==> src/aes256_pkg.sv <==
// Package for the AES-256 block cipher: state types, S-box tables and
// GF(2^8) round helper functions. No dependencies.
`timescale 1ns / 1ps
`default_nettype none
package aes256_pkg;

    localparam int NumKeyWords = 60;
    localparam int NumRounds   = 14;
    localparam int KeyIdxW     = 6;
    localparam int RoundW      = 4;
    localparam int CfgIdxW     = 2;

    localparam logic [CfgIdxW-1:0] CFG_KEY0 = 2'd0;
    localparam logic [CfgIdxW-1:0] CFG_KEY1 = 2'd1;
    localparam logic [CfgIdxW-1:0] CFG_KEY2 = 2'd2;
    localparam logic [CfgIdxW-1:0] CFG_KEY3 = 2'd3;

    localparam logic KIND_ENC = 1'b0;
    localparam logic KIND_DEC = 1'b1;

    typedef enum logic [2:0] {
        ST_IDLE,
        ST_KEXP,
        ST_FETCH,
        ST_LOAD,
        ST_ROUND,
        ST_DONE
    } t_state;

    typedef struct packed {
        logic                kexp_init;
        logic                kexp_step;
        logic                load;
        logic                add_key;
        logic                do_round;
        logic                last_round;
        logic [RoundW-1:0]   rk_addr;
        logic                done;
    } t_cmd;

    typedef struct packed {
        logic                kexp_last;
    } t_status;

    localparam logic [7:0] FWD_SBOX [256] = '{
        8'h63,8'h7c,8'h77,8'h7b,8'hf2,8'h6b,8'h6f,8'hc5,8'h30,8'h01,8'h67,8'h2b,8'hfe,8'hd7,8'hab,8'h76,
        8'hca,8'h82,8'hc9,8'h7d,8'hfa,8'h59,8'h47,8'hf0,8'had,8'hd4,8'ha2,8'haf,8'h9c,8'ha4,8'h72,8'hc0,
        8'hb7,8'hfd,8'h93,8'h26,8'h36,8'h3f,8'hf7,8'hcc,8'h34,8'ha5,8'he5,8'hf1,8'h71,8'hd8,8'h31,8'h15,
        8'h04,8'hc7,8'h23,8'hc3,8'h18,8'h96,8'h05,8'h9a,8'h07,8'h12,8'h80,8'he2,8'heb,8'h27,8'hb2,8'h75,
        8'h09,8'h83,8'h2c,8'h1a,8'h1b,8'h6e,8'h5a,8'ha0,8'h52,8'h3b,8'hd6,8'hb3,8'h29,8'he3,8'h2f,8'h84,
        8'h53,8'hd1,8'h00,8'hed,8'h20,8'hfc,8'hb1,8'h5b,8'h6a,8'hcb,8'hbe,8'h39,8'h4a,8'h4c,8'h58,8'hcf,
        8'hd0,8'hef,8'haa,8'hfb,8'h43,8'h4d,8'h33,8'h85,8'h45,8'hf9,8'h02,8'h7f,8'h50,8'h3c,8'h9f,8'ha8,
        8'h51,8'ha3,8'h40,8'h8f,8'h92,8'h9d,8'h38,8'hf5,8'hbc,8'hb6,8'hda,8'h21,8'h10,8'hff,8'hf3,8'hd2,
        8'hcd,8'h0c,8'h13,8'hec,8'h5f,8'h97,8'h44,8'h17,8'hc4,8'ha7,8'h7e,8'h3d,8'h64,8'h5d,8'h19,8'h73,
        8'h60,8'h81,8'h4f,8'hdc,8'h22,8'h2a,8'h90,8'h88,8'h46,8'hee,8'hb8,8'h14,8'hde,8'h5e,8'h0b,8'hdb,
        8'he0,8'h32,8'h3a,8'h0a,8'h49,8'h06,8'h24,8'h5c,8'hc2,8'hd3,8'hac,8'h62,8'h91,8'h95,8'he4,8'h79,
        8'he7,8'hc8,8'h37,8'h6d,8'h8d,8'hd5,8'h4e,8'ha9,8'h6c,8'h56,8'hf4,8'hea,8'h65,8'h7a,8'hae,8'h08,
        8'hba,8'h78,8'h25,8'h2e,8'h1c,8'ha6,8'hb4,8'hc6,8'he8,8'hdd,8'h74,8'h1f,8'h4b,8'hbd,8'h8b,8'h8a,
        8'h70,8'h3e,8'hb5,8'h66,8'h48,8'h03,8'hf6,8'h0e,8'h61,8'h35,8'h57,8'hb9,8'h86,8'hc1,8'h1d,8'h9e,
        8'he1,8'hf8,8'h98,8'h11,8'h69,8'hd9,8'h8e,8'h94,8'h9b,8'h1e,8'h87,8'he9,8'hce,8'h55,8'h28,8'hdf,
        8'h8c,8'ha1,8'h89,8'h0d,8'hbf,8'he6,8'h42,8'h68,8'h41,8'h99,8'h2d,8'h0f,8'hb0,8'h54,8'hbb,8'h16};

    localparam logic [7:0] INV_SBOX [256] = '{
        8'h52,8'h09,8'h6a,8'hd5,8'h30,8'h36,8'ha5,8'h38,8'hbf,8'h40,8'ha3,8'h9e,8'h81,8'hf3,8'hd7,8'hfb,
        8'h7c,8'he3,8'h39,8'h82,8'h9b,8'h2f,8'hff,8'h87,8'h34,8'h8e,8'h43,8'h44,8'hc4,8'hde,8'he9,8'hcb,
        8'h54,8'h7b,8'h94,8'h32,8'ha6,8'hc2,8'h23,8'h3d,8'hee,8'h4c,8'h95,8'h0b,8'h42,8'hfa,8'hc3,8'h4e,
        8'h08,8'h2e,8'ha1,8'h66,8'h28,8'hd9,8'h24,8'hb2,8'h76,8'h5b,8'ha2,8'h49,8'h6d,8'h8b,8'hd1,8'h25,
        8'h72,8'hf8,8'hf6,8'h64,8'h86,8'h68,8'h98,8'h16,8'hd4,8'ha4,8'h5c,8'hcc,8'h5d,8'h65,8'hb6,8'h92,
        8'h6c,8'h70,8'h48,8'h50,8'hfd,8'hed,8'hb9,8'hda,8'h5e,8'h15,8'h46,8'h57,8'ha7,8'h8d,8'h9d,8'h84,
        8'h90,8'hd8,8'hab,8'h00,8'h8c,8'hbc,8'hd3,8'h0a,8'hf7,8'he4,8'h58,8'h05,8'hb8,8'hb3,8'h45,8'h06,
        8'hd0,8'h2c,8'h1e,8'h8f,8'hca,8'h3f,8'h0f,8'h02,8'hc1,8'haf,8'hbd,8'h03,8'h01,8'h13,8'h8a,8'h6b,
        8'h3a,8'h91,8'h11,8'h41,8'h4f,8'h67,8'hdc,8'hea,8'h97,8'hf2,8'hcf,8'hce,8'hf0,8'hb4,8'he6,8'h73,
        8'h96,8'hac,8'h74,8'h22,8'he7,8'had,8'h35,8'h85,8'he2,8'hf9,8'h37,8'he8,8'h1c,8'h75,8'hdf,8'h6e,
        8'h47,8'hf1,8'h1a,8'h71,8'h1d,8'h29,8'hc5,8'h89,8'h6f,8'hb7,8'h62,8'h0e,8'haa,8'h18,8'hbe,8'h1b,
        8'hfc,8'h56,8'h3e,8'h4b,8'hc6,8'hd2,8'h79,8'h20,8'h9a,8'hdb,8'hc0,8'hfe,8'h78,8'hcd,8'h5a,8'hf4,
        8'h1f,8'hdd,8'ha8,8'h33,8'h88,8'h07,8'hc7,8'h31,8'hb1,8'h12,8'h10,8'h59,8'h27,8'h80,8'hec,8'h5f,
        8'h60,8'h51,8'h7f,8'ha9,8'h19,8'hb5,8'h4a,8'h0d,8'h2d,8'he5,8'h7a,8'h9f,8'h93,8'hc9,8'h9c,8'hef,
        8'ha0,8'he0,8'h3b,8'h4d,8'hae,8'h2a,8'hf5,8'hb0,8'hc8,8'heb,8'hbb,8'h3c,8'h83,8'h53,8'h99,8'h61,
        8'h17,8'h2b,8'h04,8'h7e,8'hba,8'h77,8'hd6,8'h26,8'he1,8'h69,8'h14,8'h63,8'h55,8'h21,8'h0c,8'h7d};

    function automatic logic [7:0] xtime(input logic [7:0] a);
        return {a[6:0], 1'b0} ^ (a[7] ? 8'h1b : 8'h00);
    endfunction

    function automatic logic [31:0] sub_word(input logic [31:0] w);
        return {FWD_SBOX[w[31:24]], FWD_SBOX[w[23:16]], FWD_SBOX[w[15:8]], FWD_SBOX[w[7:0]]};
    endfunction

    // bytes: byte 0 is state bits [127:120]; byte r+4c is row r, column c
    function automatic logic [127:0] sub_bytes(input logic [127:0] s, input logic inv);
        logic [127:0] o;
        o = '0;
        for (int i = 0; i < 16; i++) begin
            o[127-8*i -: 8] = inv ? INV_SBOX[s[127-8*i -: 8]] : FWD_SBOX[s[127-8*i -: 8]];
        end
        return o;
    endfunction

    function automatic logic [127:0] shift_rows(input logic [127:0] s, input logic inv);
        logic [127:0] o;
        o = s;
        for (int r = 1; r < 4; r++) begin
            for (int c = 0; c < 4; c++) begin
                if (inv) begin
                    o[127-8*(r+4*((c+r)%4)) -: 8] = s[127-8*(r+4*c) -: 8];
                end else begin
                    o[127-8*(r+4*c) -: 8] = s[127-8*(r+4*((c+r)%4)) -: 8];
                end
            end
        end
        return o;
    endfunction

    function automatic logic [127:0] mix_columns(input logic [127:0] s, input logic inv);
        logic [127:0] o;
        logic [7:0]   a0, a1, a2, a3;
        logic [7:0]   b0, b1, b2, b3;
        logic [7:0]   u, v;
        o = '0;
        for (int c = 0; c < 4; c++) begin
            a0 = s[127-32*c -: 8];
            a1 = s[119-32*c -: 8];
            a2 = s[111-32*c -: 8];
            a3 = s[103-32*c -: 8];
            if (inv) begin
                u  = xtime(xtime(a0 ^ a2));
                v  = xtime(xtime(a1 ^ a3));
                a0 = a0 ^ u;
                a1 = a1 ^ v;
                a2 = a2 ^ u;
                a3 = a3 ^ v;
            end
            b0 = xtime(a0) ^ xtime(a1) ^ a1 ^ a2 ^ a3;
            b1 = a0 ^ xtime(a1) ^ xtime(a2) ^ a2 ^ a3;
            b2 = a0 ^ a1 ^ xtime(a2) ^ xtime(a3) ^ a3;
            b3 = xtime(a0) ^ a0 ^ a1 ^ a2 ^ xtime(a3);
            o[127-32*c -: 32] = {b0, b1, b2, b3};
        end
        return o;
    endfunction

endpackage
`default_nettype wire

==> src/aes256_ctrl.sv <==
// Controller for the AES-256 block cipher: sequences key expansion and rounds.
// Depends on aes256_pkg.
`timescale 1ns / 1ps
`default_nettype none
module aes256_ctrl
    import aes256_pkg::*;
(
    input  wire logic    i_clk,
    input  wire logic    i_rst_n,
    input  wire logic    i_go,
    input  wire logic    i_kind,
    input  wire logic    i_key_wr,
    input  wire t_status i_status,
    output t_cmd         o_cmd,
    output logic         o_busy
);

    t_state            r_state, n_state;
    logic              r_sched_ok, n_sched_ok;
    logic              r_dec, n_dec;
    logic [RoundW-1:0] r_round, n_round;

    always_ff @(posedge i_clk) begin
        if (!i_rst_n) begin
            r_state    <= ST_IDLE;
            r_sched_ok <= 1'b0;
            r_dec      <= KIND_ENC;
            r_round    <= '0;
        end else begin
            r_state    <= n_state;
            r_sched_ok <= n_sched_ok;
            r_dec      <= n_dec;
            r_round    <= n_round;
        end
    end

    always_comb begin
        n_state    = r_state;
        n_sched_ok = r_sched_ok;
        n_dec      = r_dec;
        n_round    = r_round;
        case (r_state)
            ST_IDLE: begin
                if (i_go) begin
                    n_dec   = i_kind;
                    n_state = r_sched_ok ? ST_LOAD : ST_KEXP;
                end
            end
            ST_KEXP: begin
                if (i_status.kexp_last) begin
                    n_sched_ok = 1'b1;
                    n_state    = ST_FETCH;
                end
            end
            ST_FETCH: n_state = ST_LOAD;
            ST_LOAD: begin
                n_round = 4'd1;
                n_state = ST_ROUND;
            end
            ST_ROUND: begin
                n_round = r_round + 4'd1;
                if (r_round == RoundW'(NumRounds)) begin
                    n_state = ST_DONE;
                end
            end
            ST_DONE: n_state = ST_IDLE;
            default: n_state = ST_IDLE;
        endcase
        if (i_key_wr) begin
            n_sched_ok = 1'b0;
        end
    end

    // round key index: the next round's number (the read is registered), counted down when decrypting
    always_comb begin
        o_cmd        = '0;
        o_busy       = (r_state != ST_IDLE);
        case (r_state)
            ST_IDLE: begin
                o_cmd.kexp_init = i_go && !r_sched_ok;
                o_cmd.load      = i_go;
                o_cmd.rk_addr   = (i_kind == KIND_DEC) ? RoundW'(NumRounds) : '0;
            end
            ST_KEXP: begin
                o_cmd.kexp_step = 1'b1;
            end
            ST_FETCH: begin
                o_cmd.rk_addr = (r_dec == KIND_DEC) ? RoundW'(NumRounds) : '0;
            end
            ST_LOAD: begin
                o_cmd.add_key = 1'b1;
                o_cmd.rk_addr = (r_dec == KIND_DEC) ? RoundW'(NumRounds-1) : RoundW'(1);
            end
            ST_ROUND: begin
                o_cmd.do_round   = 1'b1;
                o_cmd.last_round = (r_round == RoundW'(NumRounds));
                if (r_round == RoundW'(NumRounds)) begin
                    o_cmd.rk_addr = '0;
                end else if (r_dec == KIND_DEC) begin
                    o_cmd.rk_addr = RoundW'(NumRounds - 1) - r_round;
                end else begin
                    o_cmd.rk_addr = r_round + 4'd1;
                end
            end
            ST_DONE: o_cmd.done = 1'b1;
            default: o_cmd = '0;
        endcase
    end

endmodule
`default_nettype wire

==> config.mk <==
export PLATFORM = sky130hd
export DESIGN_NAME = aes256_ctrl
export DESIGN_NICKNAME = d
export VERILOG_FILES = /design/src/aes256_pkg.sv /design/src/aes256_ctrl.sv
export SDC_FILE = /design/constraint.sdc
export NUM_CORES = 1
export LEC_CHECK = 0
export BUFFER_PORTS_ARGS = -buffer_cell sky130_fd_sc_hd__buf_2
export CORE_AREA = 5 5 42 44
export CTS_CLUSTER_DIAMETER = 60
export DETAILED_ROUTE_END_ITERATION = 10
export DIE_AREA = 0 0 47 49
export PLACE_DENSITY = 0.78
export SLEW_MARGIN = 20
export SYNTH_ARGS = -nofsm -noshare
export SYNTH_HDL_FRONTEND = slang
export SYNTH_SLANG_ARGS = --single-unit
export TNS_END_PERCENT = 1
==> constraint.sdc <==
create_clock -name i_clk -period 2.1 [get_ports i_clk]
set_clock_uncertainty 0.2 [all_clocks]
set_input_delay 0.21 -clock i_clk [delete_from_list [all_inputs] [get_ports i_clk]]
set_output_delay 0.21 -clock i_clk [all_outputs]
set_load 0.005 [all_outputs]
==> results.cfg <==
[worst_setup_path]
crit_path_cell_trace = ha_1 > and3b_1 > nor3_1 > o31ai_1 > buf_2
critPathLaunchType = flip-flop
worst_ep_arrival_time_ps = 1560
worst_setup_path_end_kind = output port
r2r_slack_ps = 570
worst-setup-path-type = reg2out
crit_path_max_fanout = 6
timing.critical_path.buf_inv = 1
critical_path_required_ps = 1690
crit_path_max_incr_delay_ps = 450
critical_r2r_capture = r_state[0]
cell_type_of_the_slowest_stage_on_the_worst_timing_path = sky130_fd_sc_hd__dfxtp_1
cpLargestDelayFamily = flip-flops
crit-reg2reg-launch = r_state[2]
worst_r2r_path_depth = 4

[sta]
hold_viol = 0
rsz_0062_raised_after_global_routing = false
timing.final.crit_period_ps = 1970
timing_worst_slew_pin_value_ps = 288
slew_viol_final = 0
timing.final.crit_share_pct = 93.8
worst_slew_margin_rel_pct = 80.8
max_clock_freq_mhz = 508
setup_viol_count_final = 0
setup_tns_ps = 0

[route]
detailroute.via_count = 621
ant_nets = 0
drtIter0Drc = 24
wl_per_cell_um = 13.0
routed_wl_um = 1470
route.detailed.drc = 0
vias_per_cell = 5.50
drtPass1Iterations = 4

[final_layout]
n_fill_cell = 138
final-instance-count-excl-fill = 113
ff_latch_area_um2 = 183
post_route_cells_drive_above_1_share_pct = 32.0
nNetsFinal = 108
diodes = 0
multi_input_comb_area_um2 = 422
syn_to_final_growth_pct = 24.4

[clock_network]
numCtsBuffers = 3
post-cts-setup-buffer-count = 0
clkLatencyLatePin_ps = 260
htree_levels = 1
cts_root_buf = sky130_fd_sc_hd__clkbuf_4
clockBufferDepth = 2
clock_sinks = 9
cts_tree = built
clk_pin_slew_ps = 60

[floorplan]
standard_cell_row_count = 14
floorplan.initialDensity_pct = 45.8
io_pins = 18
die-height_um = 49
dieArea_um2 = 2300
coreArea_um2 = 1400
die_w_um = 47

[synthesis]
synth_top_flop_cell = sky130_fd_sc_hd__dfxtp_1
post-synth-top-area-fraction_pct = 28.1
edff_count_synth = 0
synth.top_cells.by_area = sky130_fd_sc_hd__dfxtp_1, sky130_fd_sc_hd__ha_1, sky130_fd_sc_hd__nand2_1, sky130_fd_sc_hd__a21oi_1, sky130_fd_sc_hd__nor4b_4
yosys-top-cells-count = sky130_fd_sc_hd__dfxtp_1, sky130_fd_sc_hd__nand2_1, sky130_fd_sc_hd__a21oi_1, sky130_fd_sc_hd__buf_2, sky130_fd_sc_hd__ha_1
mappedNetlistArea_um2 = 642
number_of_warnings_printed_during_yosys_synthesis = 0
synth_top_area_cell = sky130_fd_sc_hd__dfxtp_1
yosysUniqueCellTypes = 36
synth_seq_area_share_pct = 28.1
yosys_register_bits = 9
mean_instance_size_in_the_synthesized_netlist_um2 = 8.56
synthesis.instances = 75
synth.most_common_cell = sky130_fd_sc_hd__dfxtp_1
mappedNetlistNets = 85
postSynth.asyncResetShare_pct = 0

[placement]
placedCellCount = 107
place.port_buffers = 17
final_estimated_routing_congestion_in_global_placement = 0.865
place.detailed.hpwl_um = 1100

[global_routing]
globalRoute.totalOverflow = 0
grtUsageTotal_pct = 14.5
first_global_vias = 552
wire_length_of_the_first_global_routing_pass_um = 2460
maximum_number_of_pins_on_one_net_before_global_route_repair = 13
grt_antenna_before_repair = 0

[run]
timing.max_cap.violations = 0

[worst_hold_path]
hold_path.class = in2reg
hold_depth = 3
min_from = i_kind
whs_endpoint = r_dec

[power_and_ir_drop]
leakagePower_nw = 0.387
power_density_nw_per_um2 = 536
vdd_drop_max_v = 0.000342

[run_status]
status = finished clean
==> cells in the final DEF (no fill, tap or decap), drive strengths merged, types with 3 or more instances in the layout <==
cell,count
nand2,8
dfxtp,9
nor2,3
nor2b,3
a21oi,5
clkbuf,4
o21ai,3
inv,3
buf,20
ha,4
==> timing repair <==
item,4_1_cts,5_1_grt
hold buffers,1,1
hold endpoints to repair,1,1
endpoints found under the setup margin,0,1
gates resized for setup,0,2
==> worst min-delay path, stage by stage <==
cell and delay, ps:
sky130_fd_sc_hd__buf_2 100, sky130_fd_sc_hd__mux2i_1 70, sky130_fd_sc_hd__nor2_1 80
==> how the worst max path moves through the flow <==
stage,startpoint,to,slack (ps),cells after the start
finish,r_round[2],o_cmd[4],130,5
detailed placement,r_round[0],o_cmd[4],380,6
CTS,r_round[0],o_cmd[4],90,6
floorplan,r_state[1],o_cmd[4],540,4
global route,r_round[2],o_cmd[4],30,5
global placement,r_state[2],o_cmd[4],430,5
==> area by class of cell <==
type	count	area share, %
repair buffers	22	16.0
inverters	4	2.51
clock buffers	4	3.29
multi-input cells	58	52.8
flip-flops and latches	9	22.9
well taps	16	2.51
==> layer usage <==
| metal | vias up | track usage (%) | wire length [um] |
|---|---|---|---|
| li1 | 320 | - | - |
| met1 | 285 | 18.8 | 694 |
| met2 | 12 | 21.3 | 681 |
| met3 | 4 | 3.32 | 68 |
| met4 | 0 | 8.29 | 21 |
| met5 | - | 0 | 0 |
==> flip-flops by register name (all words and copies together) (netlist names) <==
name,flops
r_state,3
r_dec,1
r_sched_ok,1
r_round,4
==> per-stage QoR <==
stage	cell area, um2	total power [W]	util [%]	setup slack [ps]	hold WS (ps)
after floorplan	642	0.000257	-	537	89.3
after global placement	749	0.000295	53.5	433	174
after detailed placement	749	0.000296	53.5	377	177
after CTS	786	0.000432	56.1	93.0	2.69
after global routing	798	0.000454	57.0	31.3	29.7
final	798	0.000428	57.0	130	40.7
==> power breakdown <==
part	switching, W	internal [W]	leakage [nW]
Combinational	0.0000529	0.0000566	0.298
Sequential	0.00000791	0.000178	0.0742
Clock	0.0000592	0.0000731	0.0150
Total	0.000120	0.000308	0.387
==> logic make-up (layout without fill, tap and decap cells) <==
group | count (synthesis) | after routing | share of synthesized area, %
adders and majority gates | 4 | 4 | 7.80
AOI/OAI and AO/OA | 22 | 22 | 24.0
xor gates and xnor gates | 1 | 1 | 1.36
DFF | 9 | 9 | 28.1
buffers and inverters | 8 | 30 | 6.24
muxes | 2 | 2 | 3.12
and+or+nand+nor | 29 | 29 | 29.4
No activity file was read; power rests on OpenSTA's default activity.
